$ cat src/design/sqca_pkg.sv
// Shared types, widths and codes for the structured quad cell area block.
package sqca_pkg;

    // Field and register widths
    localparam int COORD_W     = 16;
    localparam int AREA_W      = 38;
    localparam int RV_W        = 11;
    localparam int RT_W        = 16;
    localparam int CNT_W       = 17;
    localparam int CFG_IDX_W   = 1;
    localparam int CFG_DATA_W  = 16;
    localparam int ROW_MAX_DEF = 1024;

    // Arithmetic widths
    localparam int DIFF_W = COORD_W + 1;
    localparam int PROD_W = 2 * DIFF_W;
    localparam int NORM_W = PROD_W + 1;
    localparam int MAG_W  = PROD_W;
    localparam int HALF_W = MAG_W / 2;
    localparam int PP_W   = 2 * HALF_W;
    localparam int SQ_W   = 2 * MAG_W + 2;
    localparam int ROOT_W = SQ_W / 2;
    localparam int REM_W  = ROOT_W + 2;
    localparam int DOT_W  = SQ_W + 1;
    localparam int ITER_W = $clog2(ROOT_W + 1);

    // Job queue
    localparam int FIFO_DEPTH = 2;

    typedef enum logic [CFG_IDX_W-1:0] {
        REG_ROW_VERTICES = 1'b0,
        REG_ROW_TOTAL    = 1'b1
    } cfg_reg_t;

    typedef struct packed {
        logic signed [COORD_W-1:0] x;
        logic signed [COORD_W-1:0] y;
        logic signed [COORD_W-1:0] z;
    } vtx_t;

    typedef struct packed {
        vtx_t p1;
        vtx_t p2;
        vtx_t p3;
        vtx_t p4;
        logic last;
    } job_t;

    typedef struct packed {
        logic full;
        logic empty;
    } fifo_stat_t;

    typedef enum logic {
        FR_IDLE,
        FR_LOOK
    } front_state_t;

    typedef enum logic [3:0] {
        BK_IDLE,
        BK_DIFF,
        BK_CROSS,
        BK_NORM,
        BK_MUL,
        BK_ADD,
        BK_LOAD,
        BK_ROOT,
        BK_OUT
    } back_state_t;

endpackage

$ cat src/design/sqca_fifo.sv
// Short job queue between the front and back ends.
module sqca_fifo (
    input  logic                 clk,
    input  logic                 rst_n,
    input  logic                 push,
    input  sqca_pkg::job_t       push_data,
    input  logic                 pop,
    output sqca_pkg::job_t       pop_data,
    output sqca_pkg::fifo_stat_t stat
);

    localparam int DEPTH = sqca_pkg::FIFO_DEPTH;
    localparam int PTR_W = $clog2(DEPTH);
    localparam int CNT_W = $clog2(DEPTH + 1);

    sqca_pkg::job_t   slot_reg [DEPTH];
    logic [PTR_W-1:0] wr_ptr_reg, rd_ptr_reg;
    logic [CNT_W-1:0] count_reg;

    assign pop_data   = slot_reg[rd_ptr_reg];
    assign stat.full  = count_reg == CNT_W'(DEPTH);
    assign stat.empty = count_reg == '0;

    // Storage
    always_ff @(posedge clk)
    begin
        if (push)
            slot_reg[wr_ptr_reg] <= push_data;
    end

    // Pointers and fill count
    always_ff @(posedge clk or negedge rst_n)
    begin
        if (!rst_n)
        begin
            wr_ptr_reg <= '0;
            rd_ptr_reg <= '0;
            count_reg  <= '0;
        end
        else
        begin
            if (push)
                wr_ptr_reg <= (wr_ptr_reg == PTR_W'(DEPTH - 1)) ? '0 : wr_ptr_reg + PTR_W'(1);
            if (pop)
                rd_ptr_reg <= (rd_ptr_reg == PTR_W'(DEPTH - 1)) ? '0 : rd_ptr_reg + PTR_W'(1);
            case ({push, pop})
                2'b10:   count_reg <= count_reg + CNT_W'(1);
                2'b01:   count_reg <= count_reg - CNT_W'(1);
                default: count_reg <= count_reg;
            endcase
        end
    end

endmodule

$ cat config.mk
export PLATFORM = sky130hd
export DESIGN_NAME = sqca_fifo
export DESIGN_NICKNAME = d
export VERILOG_FILES = /design/src/design/sqca_pkg.sv /design/src/design/sqca_fifo.sv
export SDC_FILE = /design/constraint.sdc
export NUM_CORES = 1
export LEC_CHECK = 0
export BUFFER_PORTS_ARGS = -buffer_cell sky130_fd_sc_hd__buf_2
export CORE_UTILIZATION = 40
export DETAILED_ROUTE_END_ITERATION = 7
export MAX_ROUTING_LAYER = met4
export PLACE_DENSITY = 0.69
export SYNTH_ARGS = -nofsm -noshare
export SYNTH_HDL_FRONTEND = slang
export SYNTH_SLANG_ARGS = --single-unit
$ cat constraint.sdc
create_clock -name clk -period 8.8 [get_ports clk]
set_clock_uncertainty 0.15 [all_clocks]
set_input_delay 0.88 -clock clk [delete_from_list [all_inputs] [get_ports clk]]
set_output_delay 0.88 -clock clk [all_outputs]
set_load 0.02 [all_outputs]
==> metrics.yaml <==
status:
  status: "complete, no violations"
sta:
  post-route-period-util_pct: 45.39
  max_clock_freq_ghz: 0.2504
  min_period_ns: 3.994
  relSlewSlack_pct: 36.00
  finalSetupViolCount: 0
  final_max_slew_viol_count: 0
  worst_pin_slew_ns: 0.9600
  fin_ws_ns: 4.806
  finalHoldViolCount: 0
  hold_ws_ns: 0.3453
  tns_ns: 0
  rsz0062_at_grt: "false"
logic_synthesis:
  synth_nets: 815
  ys_ff_latch: 390
  synth_area_um2: 14780
  synth.distinct_cells: 14
  syn_avg_cell_area_um2: 23.96
  synth-seq-area-share_pct: 79.09
  synth-warning-count: 0
  netlist_instances: 617
route:
  wirelength_mm: 28.41
  drtIter0Drc: 285
  dr.pass1.iters: 5
  post-route-drc-count: 0
  vias: 7111
  postRouteAntennaNets: 0
  routedWlPerCell_um: 18.40
  vias_per_cell: 4.606
clocking:
  cts_made_buffers: 41
  clockRootBuffer: "clkbuf_16"
  clockBufferDepth: 3
  cts_tree: "built"
  worstSkewPairLatency_ns: 0.53
  cts_num_sinks: 390
  h-tree-depth: 2
  clk_pin_slew_ns: 0.05
place:
  port_buffers: 391
  place_area_um2: 17170
  gp_congestion: 0.7092
  place_ws_ns: 5.047
  hpwl_mm: 18.84
final_layout:
  final_common_cell: "buf_2"
  layout_common_cells: "391 x buf_2, 386 x edfxtp_1, 160 x mux2_4, 41 x clkbuf_16, 33 x mux2_2"
  drive_above_1_share_pct: 60.56
  largest_register_ffs: 386
  design_area_um2: 18390
  final_util_pct: 50.36
  areaGrowthSynthToFinish_pct: 24.43
  finalNetCount: 1235
global_routing:
  grt_pass1_wl_mm: 42.59
  grt_usage_pct: 15.43
  grt_pass1_vias: 7653
  grt_max_degree: 106
  grt.overflow.total: 0
  antenna_found_initial: 11
critical_path:
  cp.arrival_ns: 2.96
  worstReg2RegStart: "wr_ptr_reg"
  startpoint_type: "flip-flop"
  crit_path_end_kind: "output pin"
  startpoint: "rd_ptr_reg"
  worst_r2r_path_depth: 3
  crit_path_max_fanout: 51
  required_ns: 7.77
  crit_type: "reg -> out"
floorplan:
  dieHeight_um: 194.2
  io_pins: 392
  std_cell_rows: 70
  core_area_um2: 36520
  initial_core_util_pct: 40.47
  die_area_um2: 37730
  die_w_um: 194.2
hold_path:
  holdPathStages: 1
  hp-class: "reg -> reg"
  min_from: "count_reg[1]"
job:
  max_cap_viol_count: 0
power_and_ir_drop:
  leakagePower_nw: 7.315
  power.density_nw_per_um2: 339.0
  max-vdd-ir-drop_uv: 304.9
layout make-up:
type	instances	area (µm²)
Fill cell	3005	18130
Sequential cell	390	11700
Multi-Input combinational cell	204	2864
Timing Repair Buffer	399	2032
Clock buffer	50	1060
Tap cell	468	585.6
Clock inverter	21	125.1
Antenna cell	11	27.53
Inverter	1	3.754
report_power, final:
part           switching [mW]  leakage [nW]  internal [mW]
Clock                   0.657         0.575          0.881
Sequential              0.143          3.67           2.47
Combinational            1.17          3.07          0.915
Total                    1.97          7.31           4.27
per-layer routing:
layer	part of all wire, %	vias to the layer above	global-route usage, %	routed length [µm]
li1	-	3320	-	-
met3	8.9	47	6.332	2539
met2	49	294	24.91	13810
met5	0	-	-	0
met1	40	3450	17.12	11340
met4	2.5	0	5.703	721
worst paths after layout:
path | endpoint | slack, ns
worst max-delay path | pop_data[177] | 4.81
worst min-delay path | count_reg[1] | 0.35
worst max register to register | slot_reg[0][55] | 5.74
worst min register to register | count_reg[1] | 0.35
max in group asynchronous | rd_ptr_reg | 7.83
min in group asynchronous | wr_ptr_reg | 0.53
synthesized netlist by cell type:
cell type | instances | area share, %
buf_8 | 1 | 0.10
mux2_4 | 160 | 16
nor2b_1 | 1 | 0.042
dfrtp_1 | 4 | 0.68
inv_1 | 1 | 0.025
mux2_2 | 33 | 2.5
buf_6 | 18 | 1.4
buf_2 | 3 | 0.10
edfxtp_1 | 386 | 78
xnor2_1 | 2 | 0.12
xor2_1 | 3 | 0.18
and2_1 | 1 | 0.042
nor2_1 | 3 | 0.076
ha_1 | 1 | 0.085
through the flow:
stage	total power [mW]	instances
finish	6.235	1544
global route	6.510	1544
CTS	6.326	1533
detailed placement	4.769	1461
global placement	4.742	1461
floorplan	4.260	617
cell families after synthesis:
| family | count (synthesis) | share of synthesized area (%) |
|---|---|---|
| DFF | 390 | 79.09 |
| muxes | 193 | 18.77 |
| and+or+nand+nor | 5 | 0.1609 |
| buffers and inverters | 23 | 1.600 |
| adders and majority gates | 1 | 0.08463 |
| xor gates and xnor gates | 5 | 0.2963 |
worst max-delay path, cell delays in order, from the launching register on:
cell     delay, ns
dfrtp_4       1.00
buf_4         0.74
mux2_2        0.41
buf_2         0.16
what timing repair did:
| item | in CTS | in global routing |
|---|---|---|
| endpoints found under the hold margin | 4 | 0 |
| gates resized for setup | 0 | 0 |
| setup buffers | 0 | 0 |
| hold buffers | 1 | 0 |
No activity file was read; power rests on OpenSTA's default activity.
